### config.mk
export PLATFORM = sky130hd
export DESIGN_NAME = pes_header_parser_core
export DESIGN_NICKNAME = d
export VERILOG_FILES = /design/src/rtl/pes_hp_pkg.sv /design/src/rtl/pes_header_parser_core.sv
export SDC_FILE = /design/constraint.sdc
export NUM_CORES = 1
export LEC_CHECK = 0
export BUFFER_PORTS_ARGS = -buffer_cell sky130_fd_sc_hd__buf_2
export CAP_MARGIN = 20
export CELL_PAD_IN_SITES_DETAIL_PLACEMENT = 1
export CELL_PAD_IN_SITES_GLOBAL_PLACEMENT = 2
export CORE_MARGIN = 5
export CORE_UTILIZATION = 34
export CTS_BUF_LIST = sky130_fd_sc_hd__clkbuf_4 sky130_fd_sc_hd__clkbuf_8 sky130_fd_sc_hd__clkbuf_16
export DETAILED_ROUTE_END_ITERATION = 16
export PLACE_DENSITY_LB_ADDON = 0.3
export SETUP_SLACK_MARGIN = 0.2
export SLEW_MARGIN = 10
export SYNTH_ARGS = -nofsm -noshare
export SYNTH_HDL_FRONTEND = slang
export SYNTH_SLANG_ARGS = --single-unit
export TNS_END_PERCENT = 10
### constraint.sdc
create_clock -name aclk -period 5.2 [get_ports aclk]
set_input_delay 0 -clock aclk [delete_from_list [all_inputs] [get_ports aclk]]
set_output_delay 0 -clock aclk [all_outputs]
set_load 0.005 [all_outputs]
### src/rtl/pes_hp_pkg.sv
`timescale 1ns / 1ps
// types, codes and field helpers for the pes header parser
package pes_hp_pkg;

    localparam int S_TDATA_W = 8;
    localparam int S_TUSER_W = 1;
    localparam int M_TDATA_W = 144;
    localparam int M_TUSER_W = 3;
    localparam int STAMP_W   = 33;

    typedef enum logic [2:0] {
        PH_IDLE,
        PH_PREFIX,
        PH_HEADER,
        PH_PAYLOAD,
        PH_PADDING,
        PH_ERROR
    } phase_t;

    typedef enum logic [2:0] {
        KIND_IDLE    = 3'd0,
        KIND_HEADER  = 3'd1,
        KIND_HDR_END = 3'd2,
        KIND_PAYLOAD = 3'd3,
        KIND_PADDING = 3'd4,
        KIND_ERROR   = 3'd5
    } kind_t;

    localparam logic [2:0] ERR_NONE       = 3'd0;
    localparam logic [2:0] ERR_START_CODE = 3'd1;
    localparam logic [2:0] ERR_MARKER     = 3'd2;
    localparam logic [2:0] ERR_PTS_PREFIX = 3'd3;
    localparam logic [2:0] ERR_DTS_PREFIX = 3'd4;
    localparam logic [2:0] ERR_HDR_SHORT  = 3'd5;

    localparam logic [7:0] SID_PADDING = 8'hBE;

    localparam logic [1:0] MARKER_BITS     = 2'b10;
    localparam logic [3:0] PFX_PTS_ONLY    = 4'h2;
    localparam logic [3:0] PFX_PTS_WITH_DTS = 4'h3;
    localparam logic [3:0] PFX_DTS         = 4'h1;

    localparam logic [3:0] STAMP_BYTES = 4'd5;
    localparam logic [3:0] ESCR_BYTES  = 4'd6;

    // true unless the id is one of those that carry no optional header
    function automatic logic has_header(input logic [7:0] sid);
        logic none;
        none = (sid == 8'hBC) || (sid == 8'hBE) || (sid == 8'hBF) || (sid == 8'hF0) ||
               (sid == 8'hF1) || (sid == 8'hF2) || (sid == 8'hF8) || (sid == 8'hFF);
        return !none;
    endfunction

    // pts / dts: 3 + 15 + 15 bits spread over five bytes with marker bits
    function automatic logic [STAMP_W-1:0] stamp_update(
        input logic [STAMP_W-1:0] old,
        input logic [2:0]         j,
        input logic [7:0]         b
    );
        logic [STAMP_W-1:0] v;
        v = old;
        case (j)
            3'd0:    v = {b[3:1], 30'd0};
            3'd1:    v[29:22] = b;
            3'd2:    v[21:15] = b[7:1];
            3'd3:    v[14:7] = b;
            default: v[6:0] = b[7:1];
        endcase
        return v;
    endfunction

    // escr base: six bytes, only the first five hold base bits
    function automatic logic [STAMP_W-1:0] escr_update(
        input logic [STAMP_W-1:0] old,
        input logic [2:0]         j,
        input logic [7:0]         b
    );
        logic [STAMP_W-1:0] v;
        v = old;
        case (j)
            3'd0: v = {b[5:3], b[1:0], 28'd0};
            3'd1: v[27:20] = b;
            3'd2: begin
                v[19:15] = b[7:3];
                v[14:13] = b[1:0];
            end
            3'd3:    v[12:5] = b;
            3'd4:    v[4:0] = b[7:3];
            default: v = old;
        endcase
        return v;
    endfunction

endpackage

### src/rtl/pes_header_parser_core.sv
`timescale 1ns / 1ps
// pes header parser: byte classification and header field capture
// the result is registered: it appears in the cycle after its input byte is taken
// throughput: one byte per cycle unless s_tready drops; the whole parse step is one
//   combinational pass from the parser state and the byte into the result register
// s_tready drops only while a result waits and the sink is not taking it
// reset (aresetn low, synchronous): parser idle, all captured fields zero,
//   check_markers 1, no result pending
module pes_header_parser_core (
    input  logic                               aclk,
    input  logic                               aresetn,
    // input channel
    input  logic                               s_tvalid,
    output logic                               s_tready,
    input  logic [pes_hp_pkg::S_TDATA_W-1:0]   s_tdata,   // [7:0] data_byte
    input  logic [pes_hp_pkg::S_TUSER_W-1:0]   s_tuser,   // [0] packet_start
    // result channel
    output logic                               m_tvalid,
    input  logic                               m_tready,
    // [7:0] byte_out, [15:8] stream_ident, [31:16] length_field,
    // [64:32] pts_value, [65] pts_present, [98:66] dts_value, [99] dts_present,
    // [132:100] escr_value, [133] escr_present, [136:134] error_code, rest zero
    output logic [pes_hp_pkg::M_TDATA_W-1:0]   m_tdata,
    output logic [pes_hp_pkg::M_TUSER_W-1:0]   m_tuser,   // [2:0] byte_kind
    output logic                               m_tlast,   // packet_end
    // configuration: check_markers
    input  logic                               cfg_valid,
    output logic                               cfg_ready,
    input  logic                               cfg_data
);
    import pes_hp_pkg::*;

    // parser state
    phase_t              phase_reg, phase_next;
    logic [15:0]         idx_reg, idx_next;
    logic [7:0]          sid_reg, sid_next;
    logic [15:0]         len_reg, len_next;
    logic [2:0]          flags_reg, flags_next;    // escr, dts, pts present
    logic [7:0]          hdl_reg, hdl_next;        // header data length
    logic [STAMP_W-1:0]  pts_reg, pts_next;
    logic [STAMP_W-1:0]  dts_reg, dts_next;
    logic [STAMP_W-1:0]  escr_reg, escr_next;
    logic [2:0]          err_reg, err_next;
    logic                check_markers_reg;

    // result register
    logic                   m_tvalid_reg;
    logic [M_TDATA_W-1:0]   m_tdata_reg, m_tdata_next;
    kind_t                  m_kind_reg, kind_next;
    logic                   m_tlast_reg, end_next;

    logic s_accept;
    logic [7:0] byte_in;
    logic       pkt_start;

    assign byte_in   = s_tdata[7:0];
    assign pkt_start = s_tuser[0];

    // take a new byte whenever the result slot is free or being emptied
    assign s_tready  = !m_tvalid_reg || m_tready;
    assign s_accept  = s_tvalid && s_tready;
    assign cfg_ready = 1'b1;

    assign m_tvalid = m_tvalid_reg;
    assign m_tdata  = m_tdata_reg;
    assign m_tuser  = m_kind_reg;
    assign m_tlast  = m_tlast_reg;

    // one parse step
    always_comb begin
        phase_t             ph;
        logic [15:0]        idx;
        logic               post;
        logic               bad;
        logic [15:0]        cnt;
        logic [15:0]        off;
        logic [3:0]         pts_end;
        logic [3:0]         dts_end;
        logic [4:0]         need;
        logic [7:0]         want;

        // a packet start drops whatever was in progress
        ph          = pkt_start ? PH_PREFIX : phase_reg;
        idx         = pkt_start ? 16'd0 : idx_reg;
        sid_next    = pkt_start ? 8'd0 : sid_reg;
        len_next    = pkt_start ? 16'd0 : len_reg;
        flags_next  = pkt_start ? 3'd0 : flags_reg;
        hdl_next    = pkt_start ? 8'd0 : hdl_reg;
        pts_next    = pkt_start ? '0 : pts_reg;
        dts_next    = pkt_start ? '0 : dts_reg;
        escr_next   = pkt_start ? '0 : escr_reg;
        err_next    = pkt_start ? ERR_NONE : err_reg;

        post = ph inside {PH_HEADER, PH_PAYLOAD, PH_PADDING, PH_ERROR};

        phase_next = ph;
        idx_next   = idx;
        kind_next  = KIND_IDLE;
        end_next   = 1'b0;
        bad        = 1'b0;
        cnt        = 16'd0;
        off        = idx - 16'd3;
        want       = 8'd0;

        // optional field layout from the flags seen so far
        pts_end = flags_next[0] ? STAMP_BYTES : 4'd0;
        dts_end = pts_end + (flags_next[1] ? STAMP_BYTES : 4'd0);
        need    = {1'b0, dts_end} + (flags_next[2] ? {1'b0, ESCR_BYTES} : 5'd0);

        case (ph)
            PH_PREFIX: begin
                kind_next = KIND_HEADER;
                if (idx < 16'd3) begin
                    // start code 00 00 01
                    want = (idx == 16'd2) ? 8'h01 : 8'h00;
                    if (byte_in != want) begin
                        idx_next   = 16'd0;
                        len_next   = 16'd0;
                        err_next   = ERR_START_CODE;
                        phase_next = PH_ERROR;
                        kind_next  = KIND_ERROR;
                    end else begin
                        idx_next = idx + 16'd1;
                    end
                end else if (idx == 16'd3) begin
                    sid_next = byte_in;
                    idx_next = 16'd4;
                end else if (idx == 16'd4) begin
                    len_next = {byte_in, 8'd0};
                    idx_next = 16'd5;
                end else begin
                    // length low byte; counting restarts after it
                    len_next = {len_next[15:8], byte_in};
                    idx_next = 16'd0;
                    if (has_header(sid_next)) begin
                        phase_next = PH_HEADER;
                    end else begin
                        phase_next = (sid_next == SID_PADDING) ? PH_PADDING : PH_PAYLOAD;
                        kind_next  = KIND_HDR_END;
                    end
                end
            end
            PH_HEADER: begin
                kind_next = KIND_HEADER;
                if (idx == 16'd0) begin
                    if (check_markers_reg && byte_in[7:6] != MARKER_BITS) begin
                        bad      = 1'b1;
                        err_next = ERR_MARKER;
                    end
                end else if (idx == 16'd1) begin
                    // a pts/dts flag pair of 01 means no stamps
                    flags_next = {byte_in[5], byte_in[7:6] == 2'b11, byte_in[7]};
                end else if (idx == 16'd2) begin
                    hdl_next = byte_in;
                    if (byte_in < {3'd0, need}) begin
                        bad      = 1'b1;
                        err_next = ERR_HDR_SHORT;
                    end else if (byte_in == 8'd0) begin
                        phase_next = PH_PAYLOAD;
                        kind_next  = KIND_HDR_END;
                    end
                end else begin
                    if (off < {12'd0, pts_end}) begin
                        if (off == 16'd0 && check_markers_reg &&
                            byte_in[7:4] != (flags_next[1] ? PFX_PTS_WITH_DTS
                                                            : PFX_PTS_ONLY)) begin
                            bad      = 1'b1;
                            err_next = ERR_PTS_PREFIX;
                        end else begin
                            pts_next = stamp_update(pts_next, off[2:0], byte_in);
                        end
                    end else if (off < {12'd0, dts_end}) begin
                        if (off == {12'd0, pts_end} && check_markers_reg &&
                            byte_in[7:4] != PFX_DTS) begin
                            bad      = 1'b1;
                            err_next = ERR_DTS_PREFIX;
                        end else begin
                            dts_next = stamp_update(dts_next, off[2:0] - pts_end[2:0],
                                                    byte_in);
                        end
                    end else if (off < {11'd0, need}) begin
                        escr_next = escr_update(escr_next, off[2:0] - dts_end[2:0], byte_in);
                    end
                    // last byte of the stated header length
                    if (!bad && idx == 16'd2 + {8'd0, hdl_next}) begin
                        phase_next = PH_PAYLOAD;
                        kind_next  = KIND_HDR_END;
                    end
                end
                if (bad) begin
                    phase_next = PH_ERROR;
                    kind_next  = KIND_ERROR;
                end
            end
            PH_PAYLOAD: kind_next = KIND_PAYLOAD;
            PH_PADDING: kind_next = KIND_PADDING;
            PH_ERROR:   kind_next = KIND_ERROR;
            default:    kind_next = KIND_IDLE;
        endcase

        // count bytes after the length field, saturating for unbounded packets
        if (post) begin
            cnt      = (idx == 16'hFFFF) ? idx : idx + 16'd1;
            idx_next = cnt;
            if (len_next != 16'd0 && cnt == len_next) begin
                end_next = 1'b1;
                // packet ran out before the header did
                if (phase_next == PH_HEADER) begin
                    err_next  = ERR_HDR_SHORT;
                    kind_next = KIND_ERROR;
                end
                phase_next = PH_IDLE;
            end
        end

        m_tdata_next = {7'd0, err_next, flags_next[2], escr_next, flags_next[1], dts_next,
                        flags_next[0], pts_next, len_next, sid_next, byte_in};
    end

    // parser state and configuration
    always_ff @(posedge aclk) begin
        if (!aresetn) begin
            phase_reg         <= PH_IDLE;
            idx_reg           <= 16'd0;
            sid_reg           <= 8'd0;
            len_reg           <= 16'd0;
            flags_reg         <= 3'd0;
            hdl_reg           <= 8'd0;
            pts_reg           <= '0;
            dts_reg           <= '0;
            escr_reg          <= '0;
            err_reg           <= ERR_NONE;
            check_markers_reg <= 1'b1;
        end else begin
            if (s_accept) begin
                phase_reg <= phase_next;
                idx_reg   <= idx_next;
                sid_reg   <= sid_next;
                len_reg   <= len_next;
                flags_reg <= flags_next;
                hdl_reg   <= hdl_next;
                pts_reg   <= pts_next;
                dts_reg   <= dts_next;
                escr_reg  <= escr_next;
                err_reg   <= err_next;
            end
            if (cfg_valid && cfg_ready) begin
                check_markers_reg <= cfg_data;
            end
        end
    end

    // result valid flag
    always_ff @(posedge aclk) begin
        if (!aresetn) begin
            m_tvalid_reg <= 1'b0;
        end else if (s_accept) begin
            m_tvalid_reg <= 1'b1;
        end else if (m_tready) begin
            m_tvalid_reg <= 1'b0;
        end
    end

    // result payload
    always_ff @(posedge aclk) begin
        if (s_accept) begin
            m_tdata_reg <= m_tdata_next;
            m_kind_reg  <= kind_next;
            m_tlast_reg <= end_next;
        end
    end

`ifndef SYNTHESIS
    // reset leaves the parser idle with no result pending
    assert property (@(posedge aclk) !aresetn |=> phase_reg == PH_IDLE && !m_tvalid_reg)
        else $error("parser not idle after reset");

    // a packet start always leaves the parser inside a packet
    assert property (@(posedge aclk) disable iff (!aresetn)
        s_accept && pkt_start |=> phase_reg == PH_PREFIX || phase_reg == PH_ERROR)
        else $error("packet start did not open a packet");

    // packet end never falls on an idle or plain header byte
    assert property (@(posedge aclk) disable iff (!aresetn)
        m_tvalid_reg && m_tlast_reg |-> m_kind_reg != KIND_IDLE && m_kind_reg != KIND_HEADER)
        else $error("packet end on idle or header byte");

    // every error byte carries a nonzero error code
    assert property (@(posedge aclk) disable iff (!aresetn)
        m_tvalid_reg && m_kind_reg == KIND_ERROR |-> m_tdata_reg[136:134] != ERR_NONE)
        else $error("error byte without error code");

    // a clean header end has no error recorded
    assert property (@(posedge aclk) disable iff (!aresetn)
        m_tvalid_reg && m_kind_reg == KIND_HDR_END |-> m_tdata_reg[136:134] == ERR_NONE)
        else $error("header end with error code set");
`endif

endmodule

==> results of run 1 <==
## per-stage QoR
| stage | cell area [um^2] | cells |
|---|---|---|
| after global routing | 18000 | 2377 |
| after CTS | 18000 | 2377 |
| after floorplan | 15400 | 1633 |
| after global placement | 16800 | 2307 |
| final | 18000 | 2377 |
| after detailed placement | 16800 | 2307 |
## timing repair
item | CTS | global route
gates resized for setup | 0 | 0
hold endpoints to repair | 2 | 0
endpoints found under the setup margin | 0 | 0
hold buffers | 5 | 0
## cell usage after synthesis, types with 5 or more instances
master	instances
nand2_1	166
dfxtp_1	158
edfxtp_1	141
o21ai_0	124
nor2_1	123
nand3_1	90
clkbuf_1	87
a22o_1	51
nor2b_1	50
a21oi_1	49
nor3_1	42
a22oi_1	28
inv_1	27
o211ai_1	26
nor3b_1	25
xnor2_1	24
ha_1	23
buf_2	22
nand4_1	20
and2_1	17
nand2b_1	17
nor4_1	16
a21boi_0	15
a31oi_1	15
a211oi_1	13
o21ba_2	13
a21o_1	12
and3_1	12
buf_1	12
o31ai_1	12
or3_1	12
o21a_1	11
xor2_1	11
mux2i_1	10
buf_4	9
o211a_1	8
a31o_2	7
o22ai_1	7
or4_1	7
and3b_1	6
and4_1	6
nor4b_1	6
mux2_2	5
## cell families after synthesis
group / share of synthesized area (%)
AND/OR/NAND/NOR: 21.8
AO/OA/AOI/OAI: 20.4
flip-flops: 48.0
buffers and inverters: 4.42
XOR/XNOR: 2.14
adder cells (fa/ha/maj): 2.13
multiplexers: 1.02
other: 0.0488
## how the worst min path moves through the flow
stage          startpoint                 to  slack (ns)  cells past startpoint
5_1_grt        s_tdata[0]         m_tdata[0]       0.007                      2
2_1_floorplan  s_tdata[0]         m_tdata[0]         0.1                      0
3_5_place_dp     cfg_data  check_markers_reg        0.23                      3
4_1_cts        s_tdata[0]         m_tdata[0]       0.005                      2
3_3_place_gp     cfg_data  check_markers_reg        0.22                      3
6_report       s_tdata[0]         m_tdata[0]        0.03                      2
## power by group
part	internal, uW	switching, uW	total (uW)
Clock	1440	1010	2450
Combinational	157	356	513
Sequential	2550	37.0	2590
## critical path, stage by stage, from the launching register on
cell and delay (ns):
dfxtp_1 0.33, nor2b_1 0.27, ha_1 0.33, ha_1 0.22
inv_1 0.06, fa_1 0.50, ha_1 0.32, a21o_1 0.11
a31oi_1 0.05, o21ai_0 0.53, a21boi_0 0.18, o2111ai_1 0.23
a21oi_1 0.11, nand4b_1 0.23, or4_1 0.72, and2_1 0.21
## area by class of cell
class                           count  area [um^2]
Fill cell                        5202        27100
Sequential cell                   299         7400
Multi-Input combinational cell   1173         7350
Timing Repair Buffer              211         1210
Clock buffer                       48         1030
Tap cell                          600          751
Clock inverter                     17          126
Inverter                           29          116
## routing by layer
| metal | up-vias | GRT usage [%] | wire length (um) |
|---|---|---|---|
| met5 | - | 0 | 0 |
| met4 | 0 | 6.25 | 1510 |
| met3 | 77 | 3.00 | 2260 |
| met2 | 284 | 36.0 | 26400 |
| met1 | 6761 | 28.7 | 24600 |
| li1 | 6258 | - | - |
==> flow_summary.toml, run 1 <==
[status]
status = "finished clean"

[logic_synthesis]
synth_edf_count = 141
synth_area_per_cell_um2 = 9.47
async_reset_ff_share_pct = 0
netlist_instances = 1627
yosys.area.top_type = "edfxtp_1"
yosysWarnings = 0
synth_top_area_share_pct = 27.5
synth-main-ff-cell = "dfxtp_1"
synthDistinctLibCells = 92
synth_area_leaders = "edfxtp_1 (27%), dfxtp_1 (21%), nand2_1 (4.0%)"
yosysSeqAreaShare_pct = 48.0
ys_seq_elements = 299
syn_area_um2 = 15400

[global_route]
grt_pass1_vias = 13400
grt_max_degree = 87
grt_usage_pct = 21.3
grt_antenna_before_repair = 1
grt_pass1_wl_mm = 83.5
overflow = 0

[routing]
wirelength_mm = 54.8
num_vias = 13400
detail-route-antenna-nets = 0
drc = 0
post_drt_wl_per_cell_um = 23.1
dr.pass1.iters = 5
drtIter0Drc = 861
drt-vias-per-instance = 5.63

[worst_setup_path]
crit_fanout = 7
crit_required_ns = 5.48
rr_startpoint = "flags_reg[1]"
crit_end = "m_tdata[135]"
reg2reg_slack_ns = 0.52
cp.arrival_ns = 4.96
criticalPathCategory = "register to register"
reg2reg_to = "m_tdata[135]"
reg2reg_depth = 15
start_kind = "register"
cp-end-kind = "register"
crit_path_start = "flags_reg[1]"

[pwr]
p_per_area_nw_per_um2 = 309
fin_total_pwr_uw = 5560
ir_drop_mv = 0.174
p_leak_uw = 0.00661

[timing]
hold_viol = 0
fin_skew_ns = 0.0365
max_clock_freq_mhz = 213
setup_viol = 0
worst_slack_ns = 0.515
finalSetupTns_ns = 0
whs_ns = 0.0280
layout_min_cycle_time_ns = 4.68
period_share_pct = 90.1
finalMaxSlewViolations = 0
relSlewSlack_pct = 34.5
tightest_slew_ns = 0.968
rsz0062_at_grt = "false"

[floorplan]
ios = 166
die_h_um = 223
fp.dieW_um = 223
rows = 78
core_area_um2 = 45100
start_util_pct = 34.2
dieArea_um2 = 49700

[finish]
largest_reg_flops = 137
final_common_cell = "nand2_1"
syn2layout_area_growth_pct = 16.7
drive_gt1_share_pct = 18.1
nNetsFinal = 1790
fin_util_pct = 39.9
antenna_cells = 0
final_cell_mix = "nand2_1 (165), dfxtp_1 (158), buf_2 (156)"

[clock_network]
clk_latency_ns = 0.55
h-tree-depth = 2
clk_path_buf_depth = 3
cts_buffers = 36
clkSlewWorstSetupHoldPaths_ns = 0.06
clock_sinks = 299
cts_setup_buffers = 0
clockRootBuffer = "clkbuf_16"
cts_tree = "done"

[run]
max_cap_violations = 0

[placement]
pre_cts_ws_ns = 0.628
gp_congestion = 0.877
portBuffers = 157
dp_hpwl_mm = 38.0

[min_path]
hold_path.class = "input port to register"
(Power assumes the default switching activity.)
==> run 2, diff against run 1 <==
Settings changed: CELL_PAD_IN_SITES_GLOBAL_PLACEMENT 2 to 1, CORE_UTILIZATION 34 to 41.
==> flow_summary.toml, run 2 (synthesis gave the netlist of run 1 again) <==
[status]
status = "finished clean"

[run]
max_cap_violations = 0

[pwr]
p_leak_uw = 0.00658
p_per_area_nw_per_um2 = 309
ir_drop_mv = 0.212

[clock_network]
clk_path_buf_depth = 3
clkSlewWorstSetupHoldPaths_ns = 0.06
clock_sinks = 299
cts_tree = "done"
clk_latency_ns = 0.52
h-tree-depth = 2
cts_buffers = 34
clockRootBuffer = "clkbuf_16"

[placement]
dpl.cell_count = 2216
dp_hpwl_mm = 36.5
portBuffers = 157
pre_cts_ws_ns = 0.448
gp_congestion = 0.951

[routing]
detail-route-antenna-nets = 0
num_vias = 13500
dr.pass1.iters = 5
post_drt_wl_per_cell_um = 22.9
drt-vias-per-instance = 5.90
wirelength_mm = 52.3
drtIter0Drc = 840
drc = 0

[global_route]
met1_usage_pct = 30.9
grt_max_degree = 102
grt_pass1_vias = 13800
busiest_layer = "met2"
met2_usage_pct = 42.3
grt_usage_pct = 24.4
overflow = 0
met3_usage_pct = 3.52
grt_antenna_before_repair = 2
grt_pass1_wl_mm = 80.5

[finish]
syn2layout_area_growth_pct = 15.8
final_common_cell = "nand2_1"
largest_reg_flops = 137
nNetsFinal = 1786
final_cell_mix = "nand2_1 (165), dfxtp_1 (158), buf_2 (156)"
post_layout_nonfiller_instances = 2284
drive_gt1_share_pct = 17.8

[worst_setup_path]
cpPeakStageDelay_ns = 0.70
crit_buf_inv = 1
cpMostUsedCell = "ha_1"
cp.depth = 15
cp_top_family = "adder cells"
start_kind = "register"
critPathSlowestCell = "or4_1"
crit_chain = "nor2b_1, ha_1, ha_1, inv_1, fa_1, ha_1, a21o_1, a31oi_1, o21ai_0, a21boi_0, o2111ai_1, a21oi_1, nand4b_1, or4_1, and2_1"
cp-end-kind = "register"
crit_fanout = 7
criticalPathCategory = "register to register"
reg2reg_depth = 15
crit_required_ns = 5.48
cp.arrival_ns = 5.06

[min_path]
hold_path.class = "input port to register"
holdPathStages = 2

[timing]
hold_viol = 0
period_share_pct = 92.0
finalMaxSlewViolations = 0
finalSetupTns_ns = 0
relSlewSlack_pct = 37.4
setup_viol = 0
worst_slack_ns = 0.416
tightest_slew_ns = 0.932
whs_ns = 0.0661
max_clock_freq_mhz = 209
fin_skew_ns = 0.0133
rsz0062_at_grt = "true"
layout_min_cycle_time_ns = 4.78

[floorplan]
fp.dieW_um = 204
core_area_um2 = 37400
dieArea_um2 = 41500
start_util_pct = 41.2
ios = 166
rows = 71
die_h_um = 204
run 2: what timing repair did:
item	CTS	global route
endpoints found under the setup margin	0	16
gates resized for setup	0	1
hold buffers	5	0
hold endpoints to repair	2	0
buffers inserted	0	0
run 2: area by class of cell:
type	count	area, um^2
inverters	29	116
diodes	1	2.50
clock buffers	52	1040
multi-input cells	1173	7350
well taps	511	639
fillers	4221	19600
repair buffers	209	1190
flip-flops and latches	299	7400
clock inverters	10	93.8
run 2: final timing paths:
path | startpoint | to | slack [ns]
hold / removal | s_tdata[6] | m_tdata[6] | 0.07
hold reg to reg | pts_reg[23] | pts_reg[23] | 0.45
setup / recovery | flags_reg[0] | m_tdata[135] | 0.42
setup reg to reg | flags_reg[0] | m_tdata[135] | 0.42
run 2: metal layers:
layer / up-vias / part of all wire [%] / wire length [um]
met4: 2 / 4.1 / 2120
met3: 96 / 4.6 / 2400
met1: 6742 / 43 / 22300
met2: 364 / 49 / 25500
li1: 6269 / - / -
met5: - / 0.033 / 17
run 2: where the power goes:
group	total (uW)	switching, uW	internal, uW	leakage [uW]
Sequential	2590	40.0	2550	0.00269
Combinational	497	342	155	0.00332
Clock	2420	976	1440	0.000572
run 2: through the flow:
stage | util (%) | cell area [um^2] | total power, uW
after CTS | 47.7 | 17800 | 5560
after global placement | 44.5 | 16600 | 3120
after detailed placement | 44.5 | 16600 | 3140
final | 47.7 | 17800 | 5500
after global routing | 47.7 | 17800 | 5720
after floorplan | - | 15400 | 2930
run 2: worst register-to-register path: stages (launching register included):
cell and delay (ns):
dfxtp_1 0.34, nor2b_1 0.26, ha_1 0.34, ha_1 0.22, inv_1 0.06, fa_1 0.50
ha_1 0.32, a21o_1 0.11, a31oi_1 0.03, o21ai_0 0.65, a21boi_0 0.21, o2111ai_1 0.26
a21oi_1 0.12, nand4b_1 0.20, or4_1 0.70, and2_1 0.22
